**src/sv/affine_2d_point_transform_core_macros.svh**
```systemverilog
// Assertion macros shared by the transform core modules.
`ifndef AFFINE_2D_POINT_TRANSFORM_CORE_MACROS_SVH
`define AFFINE_2D_POINT_TRANSFORM_CORE_MACROS_SVH

// Same-cycle implication, sampled on clk_i, off while rst_ni is low.
`define A2T_ASSERT_IMPL(lbl, ante, cons, msg) \
  lbl: assert property (@(posedge clk_i) disable iff (!rst_ni) (ante) |-> (cons)) \
    else $error(msg);

// Next-cycle implication, sampled on clk_i, off while rst_ni is low.
`define A2T_ASSERT_NEXT(lbl, ante, cons, msg) \
  lbl: assert property (@(posedge clk_i) disable iff (!rst_ni) (ante) |=> (cons)) \
    else $error(msg);

`endif

```
**src/sv/a2t_pkg.sv**
```systemverilog
// Shared constants, types and the CORDIC arctangent table of the transform core.
`default_nettype none
package a2t_pkg;

  localparam int COORD_WIDTH  = 32;
  localparam int ANGLE_WIDTH  = 16;
  localparam int FRAC_BITS    = 16;
  localparam int TRIG_WIDTH   = 18;
  localparam int TRIG_ONE_I   = 1 << FRAC_BITS;

  localparam int CFG_IDX_W    = 3;
  localparam int CFG_DATA_W   = (COORD_WIDTH > ANGLE_WIDTH) ? COORD_WIDTH : ANGLE_WIDTH;

  // CORDIC sizing
  localparam int PHASE_W      = 32;
  localparam int CORDIC_STEPS = 20;
  localparam int CORDIC_CNT_W = $clog2(CORDIC_STEPS);
  localparam int CORDIC_FRAC  = 30;
  localparam int CORDIC_XY_W  = CORDIC_FRAC + 4;
  localparam int CORDIC_Z_W   = PHASE_W + 1;
  localparam int CORDIC_X0    = 652032874;

  // Datapath widths
  localparam int PROD_W       = 2 * COORD_WIDTH;
  localparam int ROT_W        = PROD_W + TRIG_WIDTH;
  localparam int SUM_W        = ROT_W + 1;
  localparam int RND_SHIFT    = 2 * FRAC_BITS;
  localparam int RND_W        = SUM_W - RND_SHIFT;
  localparam int FIN_W        = RND_W + 1;

  typedef enum logic [CFG_IDX_W-1:0] {
    REG_ANGLE    = 3'd0,
    REG_SCALE_X  = 3'd1,
    REG_SCALE_Y  = 3'd2,
    REG_OFFSET_X = 3'd3,
    REG_OFFSET_Y = 3'd4
  } cfg_reg_e;

  typedef struct packed {
    logic signed [COORD_WIDTH-1:0] scale_x;
    logic signed [COORD_WIDTH-1:0] scale_y;
    logic signed [COORD_WIDTH-1:0] offset_x;
    logic signed [COORD_WIDTH-1:0] offset_y;
  } cfg_t;

  typedef struct packed {
    logic                         busy;
    logic signed [TRIG_WIDTH-1:0] cos_val;
    logic signed [TRIG_WIDTH-1:0] sin_val;
  } trig_t;

  // Arctangent of 2^-i in units of 2^-32 turn
  function automatic logic signed [CORDIC_Z_W-1:0] cordic_atan(
    input logic [CORDIC_CNT_W-1:0] idx
  );
    logic signed [CORDIC_Z_W-1:0] val;
    case (idx)
      5'd0:    val = CORDIC_Z_W'(536870912);
      5'd1:    val = CORDIC_Z_W'(316933406);
      5'd2:    val = CORDIC_Z_W'(167458907);
      5'd3:    val = CORDIC_Z_W'(85004757);
      5'd4:    val = CORDIC_Z_W'(42667331);
      5'd5:    val = CORDIC_Z_W'(21354465);
      5'd6:    val = CORDIC_Z_W'(10679838);
      5'd7:    val = CORDIC_Z_W'(5340245);
      5'd8:    val = CORDIC_Z_W'(2670163);
      5'd9:    val = CORDIC_Z_W'(1335087);
      5'd10:   val = CORDIC_Z_W'(667544);
      5'd11:   val = CORDIC_Z_W'(333772);
      5'd12:   val = CORDIC_Z_W'(166886);
      5'd13:   val = CORDIC_Z_W'(83443);
      5'd14:   val = CORDIC_Z_W'(41722);
      5'd15:   val = CORDIC_Z_W'(20861);
      5'd16:   val = CORDIC_Z_W'(10430);
      5'd17:   val = CORDIC_Z_W'(5215);
      5'd18:   val = CORDIC_Z_W'(2608);
      5'd19:   val = CORDIC_Z_W'(1304);
      default: val = '0;
    endcase
    return val;
  endfunction

endpackage
`default_nettype wire

```
**src/sv/a2t_trig.sv**
```systemverilog
// Iterative CORDIC that turns a binary angle into Q1.16 cosine and sine.
`default_nettype none
module a2t_trig (
  input  wire logic                             clk_i,
  input  wire logic                             rst_ni,
  input  wire logic                             start_i,
  input  wire logic [a2t_pkg::ANGLE_WIDTH-1:0]  angle_i,
  output a2t_pkg::trig_t                        trig_o
);

  `include "affine_2d_point_transform_core_macros.svh"

  localparam int XY_W  = a2t_pkg::CORDIC_XY_W;
  localparam int Z_W   = a2t_pkg::CORDIC_Z_W;
  localparam int T_W   = a2t_pkg::TRIG_WIDTH;
  localparam int PH_W  = a2t_pkg::PHASE_W;
  localparam int CNT_W = a2t_pkg::CORDIC_CNT_W;
  localparam int OUT_SHIFT = a2t_pkg::CORDIC_FRAC - a2t_pkg::FRAC_BITS;

  localparam logic signed [XY_W-1:0] XY_ONE  = XY_W'(a2t_pkg::TRIG_ONE_I);
  localparam logic signed [XY_W-1:0] XY_MONE = -XY_W'(a2t_pkg::TRIG_ONE_I);
  localparam logic signed [XY_W-1:0] XY_RND  = XY_W'(1) <<< (OUT_SHIFT - 1);
  localparam logic signed [T_W-1:0]  T_ONE   = T_W'(a2t_pkg::TRIG_ONE_I);
  localparam logic signed [T_W-1:0]  T_MONE  = -T_W'(a2t_pkg::TRIG_ONE_I);
  localparam logic [CNT_W-1:0]       LAST_STEP = CNT_W'(a2t_pkg::CORDIC_STEPS - 1);
  localparam logic [PH_W-1:0]        HALF_QUARTER = PH_W'(1) << (PH_W - 3);

  typedef enum logic [1:0] {
    TRIG_IDLE,
    TRIG_ITER,
    TRIG_DONE
  } trig_state_e;

  trig_state_e                state_q;
  logic [CNT_W-1:0]           step_q;
  logic signed [XY_W-1:0]     x_q, y_q;
  logic signed [Z_W-1:0]      z_q;
  logic [1:0]                 quad_q;
  logic signed [T_W-1:0]      cos_q, sin_q;

  logic [PH_W-1:0]            phase, phase_rnd, resid;
  logic [1:0]                 quad_now;
  logic signed [Z_W-1:0]      z_start;
  logic signed [XY_W-1:0]     dx, dy;
  logic signed [Z_W-1:0]      atan_val;
  logic signed [XY_W-1:0]     x_nx, y_nx;
  logic signed [Z_W-1:0]      z_nx;
  logic signed [XY_W-1:0]     c_full, s_full, c_clip, s_clip;
  logic signed [T_W-1:0]      c_sel, s_sel, cos_d, sin_d;
  logic [1:0]                 quad_sel;

  // Split the phase into the nearest quarter turn and a residual in [-1/8, 1/8) turn
  always_comb begin
    phase     = {angle_i, {(PH_W - a2t_pkg::ANGLE_WIDTH){1'b0}}};
    phase_rnd = phase + HALF_QUARTER;
    quad_now  = phase_rnd[PH_W-1 -: 2];
    resid     = phase - {quad_now, {(PH_W - 2){1'b0}}};
    z_start   = Z_W'(signed'(resid));
  end

  // One micro-rotation per cycle
  always_comb begin
    dx       = y_q >>> step_q;
    dy       = x_q >>> step_q;
    atan_val = a2t_pkg::cordic_atan(step_q);
    if (!z_q[Z_W-1]) begin
      x_nx = x_q - dx;
      y_nx = y_q + dy;
      z_nx = z_q - atan_val;
    end else begin
      x_nx = x_q + dx;
      y_nx = y_q - dy;
      z_nx = z_q + atan_val;
    end
  end

  // Round to 16 fraction bits, clamp to +-1.0, then fold in the quarter turn
  always_comb begin
    c_full = (x_q + XY_RND) >>> OUT_SHIFT;
    s_full = (y_q + XY_RND) >>> OUT_SHIFT;
    c_clip = (c_full > XY_ONE) ? XY_ONE : ((c_full < XY_MONE) ? XY_MONE : c_full);
    s_clip = (s_full > XY_ONE) ? XY_ONE : ((s_full < XY_MONE) ? XY_MONE : s_full);
    if (state_q == TRIG_DONE && !start_i) begin
      c_sel    = T_W'(c_clip);
      s_sel    = T_W'(s_clip);
      quad_sel = quad_q;
    end else begin
      c_sel    = T_ONE;
      s_sel    = '0;
      quad_sel = quad_now;
    end
    case (quad_sel)
      2'd0:    begin cos_d = c_sel;  sin_d = s_sel;  end
      2'd1:    begin cos_d = -s_sel; sin_d = c_sel;  end
      2'd2:    begin cos_d = -c_sel; sin_d = -s_sel; end
      default: begin cos_d = s_sel;  sin_d = -c_sel; end
    endcase
  end

  always_ff @(posedge clk_i or negedge rst_ni) begin
    if (!rst_ni) begin
      state_q <= TRIG_IDLE;
      step_q  <= '0;
      x_q     <= '0;
      y_q     <= '0;
      z_q     <= '0;
      quad_q  <= '0;
      cos_q   <= T_ONE;
      sin_q   <= '0;
    end else if (start_i) begin
      // a new angle always wins, even over a run in progress
      if (resid == '0) begin
        // exact quarter turn: no iterations needed
        state_q <= TRIG_IDLE;
        cos_q   <= cos_d;
        sin_q   <= sin_d;
      end else begin
        state_q <= TRIG_ITER;
        step_q  <= '0;
        x_q     <= XY_W'(a2t_pkg::CORDIC_X0);
        y_q     <= '0;
        z_q     <= z_start;
        quad_q  <= quad_now;
      end
    end else begin
      case (state_q)
        TRIG_IDLE: begin
          // hold the last result until the next angle write
        end
        TRIG_ITER: begin
          x_q    <= x_nx;
          y_q    <= y_nx;
          z_q    <= z_nx;
          step_q <= step_q + CNT_W'(1);
          if (step_q == LAST_STEP) begin
            state_q <= TRIG_DONE;
          end
        end
        TRIG_DONE: begin
          cos_q   <= cos_d;
          sin_q   <= sin_d;
          state_q <= TRIG_IDLE;
        end
        default: begin
          state_q <= TRIG_IDLE;
        end
      endcase
    end
  end

  assign trig_o.busy    = (state_q != TRIG_IDLE);
  assign trig_o.cos_val = cos_q;
  assign trig_o.sin_val = sin_q;

  `A2T_ASSERT_IMPL(a_step_range, state_q == TRIG_ITER, step_q <= LAST_STEP, "CORDIC step overrun")
  `A2T_ASSERT_NEXT(a_last_step, state_q == TRIG_ITER && step_q == LAST_STEP && !start_i, state_q == TRIG_DONE, "CORDIC did not finish after last step")
  `A2T_ASSERT_NEXT(a_done_once, state_q == TRIG_DONE && !start_i, state_q == TRIG_IDLE, "CORDIC result stage held")
  `A2T_ASSERT_IMPL(a_trig_range, state_q == TRIG_IDLE, cos_q <= T_ONE && cos_q >= T_MONE && sin_q <= T_ONE && sin_q >= T_MONE, "sine or cosine outside unit range")

endmodule
`default_nettype wire

```
**config.mk**
```make
export PLATFORM = sky130hd
export DESIGN_NAME = a2t_trig
export DESIGN_NICKNAME = d
export VERILOG_FILES = /design/src/sv/a2t_pkg.sv /design/src/sv/a2t_trig.sv
export VERILOG_INCLUDE_DIRS = /design/src /design/src/sv
export SDC_FILE = /design/constraint.sdc
export NUM_CORES = 1
export LEC_CHECK = 0
export BUFFER_PORTS_ARGS = -buffer_cell sky130_fd_sc_hd__buf_2
export CELL_PAD_IN_SITES_DETAIL_PLACEMENT = 0
export CELL_PAD_IN_SITES_GLOBAL_PLACEMENT = 1
export CORE_MARGIN = 10
export CORE_UTILIZATION = 30
export DETAILED_ROUTE_END_ITERATION = 12
export PLACE_DENSITY = 0.65
export SYNTH_ARGS = -nofsm -noshare
export SYNTH_HDL_FRONTEND = slang
export SYNTH_SLANG_ARGS = --single-unit
```
**constraint.sdc**
```tcl
create_clock -name clk_i -period 6.8 [get_ports clk_i]
set_input_delay 1.36 -clock clk_i [delete_from_list [all_inputs] [get_ports clk_i]]
set_output_delay 1.36 -clock clk_i [all_outputs]
set_load 0.01 [all_outputs]
```
==> impl_metrics.py <==
metrics = {
    "status": {
        "outcome": "completed",
    },
    "min_path": {
        "holdPathStages": 2,
        "hold_path_end": "cos_q[2]",
        "hp-start": "cos_q[2]",
        "min_path_type": "reg -> reg",
    },
    "synth": {
        "yosys.area.top_type": "dfrtp_1",
        "muxShareOfSynthArea_pct": 11.7,
        "synth_top_family_by_area": "compound AO/OA/AOI/OAI gates",
        "synth_top_cell_area_share_pct": 17.8,
        "synthFlopType": "dfrtp_1",
        "synthArstFlopShare_pct": 100,
        "synth_xor_area_share_pct": 10.2,
        "yosys-top-cells-count": "nand2_1 (247), a21oi_1 (213), nor2_1 (210), o21ai_0 (190), dfrtp_1 (145)",
        "synthSimpleGateAreaFrac_pct": 21.3,
        "syn_inst": 2601,
        "synthAdderAreaFrac_pct": 7.40,
        "yosys.cell_count.top_type": "nand2_1",
        "synth_cell_type_count": 100,
        "synth-warning-count": 0,
        "postSynthAreaPerCell_um2": 7.85,
        "ys_ff_latch": 146,
        "synth_compound_area_share_pct": 26.4,
        "syn-num-nets": 2739,
        "syn_area_um2": 20400,
        "synth_enable_flop_cells": 0,
        "synth.area.top_cells": "dfrtp_1 (18%), mux4_2 (7.2%), ha_1 (7.1%), xnor2_1 (5.7%), a21oi_1 (5.2%)",
        "ys_seq_area_share_pct": 17.9,
    },
    "detailed_routing": {
        "drcViolationCount": 0,
        "first_iter_violations": 1879,
        "postRouteAntennaNets": 0,
        "detail_route.wl_per_cell_um": 23.7,
        "dr_total_vias": 20800,
        "first_pass_iters": 6,
        "vias_per_cell": 5.98,
        "routed_wl_um": 82400,
    },
    "layout": {
        "postLayoutCellArea_um2": 22500,
        "final_core_util_pct": 33.3,
        "drive_gt1_share_pct": 13.5,
        "num_antenna_cells": 0,
        "area_growth_pct": 9.91,
        "nets": 2724,
    },
    "clock_tree": {
        "cts_sinks": 146,
        "clk_pin_slew_ns": 0.07,
        "clk_latency_ns": 0.52,
        "cts_root_buffer": "clkbuf_16",
        "numCtsBuffers": 17,
        "clk_path_buf_depth": 2,
        "cts_max_level": 4,
        "cts_tree": "done",
    },
    "floorplanning": {
        "fp.dieH_um": 281,
        "fp.dieW_um": 281,
        "rows": 95,
        "die_area_um2": 78900,
        "io-pin-count": 56,
        "start_util_pct": 30.3,
        "core-area_um2": 67400,
    },
    "setup_path": {
        "reg2reg_to": "x_q[33]",
        "critPathSlowestCell": "dfrtp_4",
        "critPathBufInv": 0,
        "crit_family": "compound AO/OA/AOI/OAI gates",
        "crit_chain": "mux4_2 > mux2i_1 > o22a_1 > o311a_1 > nand4_2 > nor2_1 > nand2_1 > nor4_2 > nand2_1 > a31oi_1 > o22ai_1 > ha_1 > nor2_1 > nor2_1 > o21a_1 > o21a_1 > o31a_1 > o31a_1 > a221oi_1 > a21oi_1 > xnor2_1 > or3_1 > o211ai_1",
        "worst_ep_required_time_ns": 7.20,
        "ff2ff_setup_slack_ns": 0.53,
        "reg2regPathDepth": 23,
        "worstPathMaxFanout": 18,
        "cp_common_cell": "nor2_1",
        "endpoint_kind": "register",
        "cp.arrival_ns": 6.67,
        "critPathLaunchType": "register",
        "crit_type": "reg -> reg",
        "cp_slowest_stage_delay_ns": 0.67,
        "reg2reg_from": "step_q[0]",
    },
    "timing": {
        "final.setup.tns_ns": 0,
        "fmax_ghz": 0.160,
        "period_needed_ns": 6.27,
        "fin_skew_ns": 0.0199,
        "layout_setup_ws_ns": 0.534,
        "maxSlewViolCount": 0,
        "worstMarginPinSlew_ns": 1.14,
        "hold_violations": 0,
        "rsz0062_at_grt": "no",
        "setup_viol": 0,
        "slew_headroom_pct": 24.0,
        "post-route-period-util_pct": 92.2,
    },
    "global_route": {
        "grt_max_degree": 84,
        "antenna_found_initial": 1,
        "grt-ovfl-total": 0,
        "grt_use_total_pct": 20.4,
        "grt_pass1_wl_um": 125000,
        "grt_pass1_vias": 19900,
    },
    "place": {
        "post-place-ws_ns": 0.400,
        "io_buffers": 55,
        "dp_hpwl_um": 63000,
        "gp_congestion": 0.944,
        "place_area_um2": 21800,
    },
    "power": {
        "p_leak_nw": 9.21,
        "p_per_area_nw_per_um2": 545,
        "power_mw": 12.2,
        "ir_worst_vdd_uv": 234,
    },
    "job": {
        "drv_cap": 0,
    },
}
## layout make-up
cell class / count / area [µm²]
sequential: 146 / 3670
tap: 873 / 1090
inverter: 53 / 199
clock inverter: 11 / 80.1
timing repair buffer: 156 / 1130
multi-input combinational: 2212 / 15800
fill: 7161 / 44900
clock buffer: 21 / 470
## flip-flops by register name, indices dropped and copies added, names as in the netlist
| register | flops |
|---|---|
| z_q | 33 |
| state_q | 2 |
| sin_q | 18 |
| cos_q | 18 |
| x_q | 34 |
| y_q | 34 |
| step_q | 5 |
| quad_q | 2 |
## how the worst max path moves through the flow
| stage | startpoint | depth (start not counted) | to |
|---|---|---|---|
| 2_1_floorplan | step_q[0] | 29 | z_q[32] |
| 3_3_place_gp | step_q[0] | 21 | y_q[25] |
| 3_5_place_dp | step_q[0] | 20 | y_q[28] |
| 4_1_cts | step_q[0] | 20 | y_q[28] |
| 5_1_grt | step_q[0] | 22 | y_q[27] |
| 6_report | step_q[0] | 23 | x_q[33] |
## placed cells by master (no fill, tap or decap), types with 65 or more instances in the layout
cell	instances
a21oi_1	213
dfrtp_1	139
nand3_1	81
nor2_1	209
buf_4	95
xnor2_1	134
xor2_1	104
o21ai_0	189
nand2_1	247
mux2i_1	68
ha_1	116
mux4_2	65
## cell families (layout without fill, tap and decap cells)
logic type | count (synthesis) | count (layout)
AND/OR/NAND/NOR | 873 | 873
multiplexers | 155 | 155
XOR/XNOR | 238 | 238
AO/OA/AOI/OAI | 827 | 827
flip-flops | 146 | 146
buffers and inverters | 243 | 241
adder cells (fa/ha/maj) | 119 | 119
## tightest hold or removal path: stages, from the launching register on
cell and delay, ns:
dfrtp_1 0.34, nand2_1 0.04, o21ai_0 0.06
## through the flow
stage	cells	hold slack, ns
finish	3472	0.472
global route	3472	0.502
CTS	3470	0.481
detailed placement	3438	0.466
global placement	3438	0.456
floorplan	2601	0.456
## per-layer routing
metal	GRT usage [%]	part of all wire, %	wire length, µm	vias to the layer above
met4	9.26	4.3	3550	0
met3	2.89	5.4	4440	167
met2	34.1	47	38900	757
met5	0	0	0	-
met1	25.6	43	35500	10200
li1	-	-	-	9644
## repair_timing
item	CTS	global route
gates resized for setup	0	2
hold endpoints to repair	0	0
hold buffers	0	0
endpoints found under the setup margin	0	7
buffers inserted	0	2
## report_power, final
part	total (mW)	internal [mW]	switching, mW
Combinational	9.56	4.08	5.49
Sequential	1.72	1.15	0.571
Clock	0.959	0.495	0.464
Total	12.2	5.72	6.52
Power figures use the tool's default switching activity.
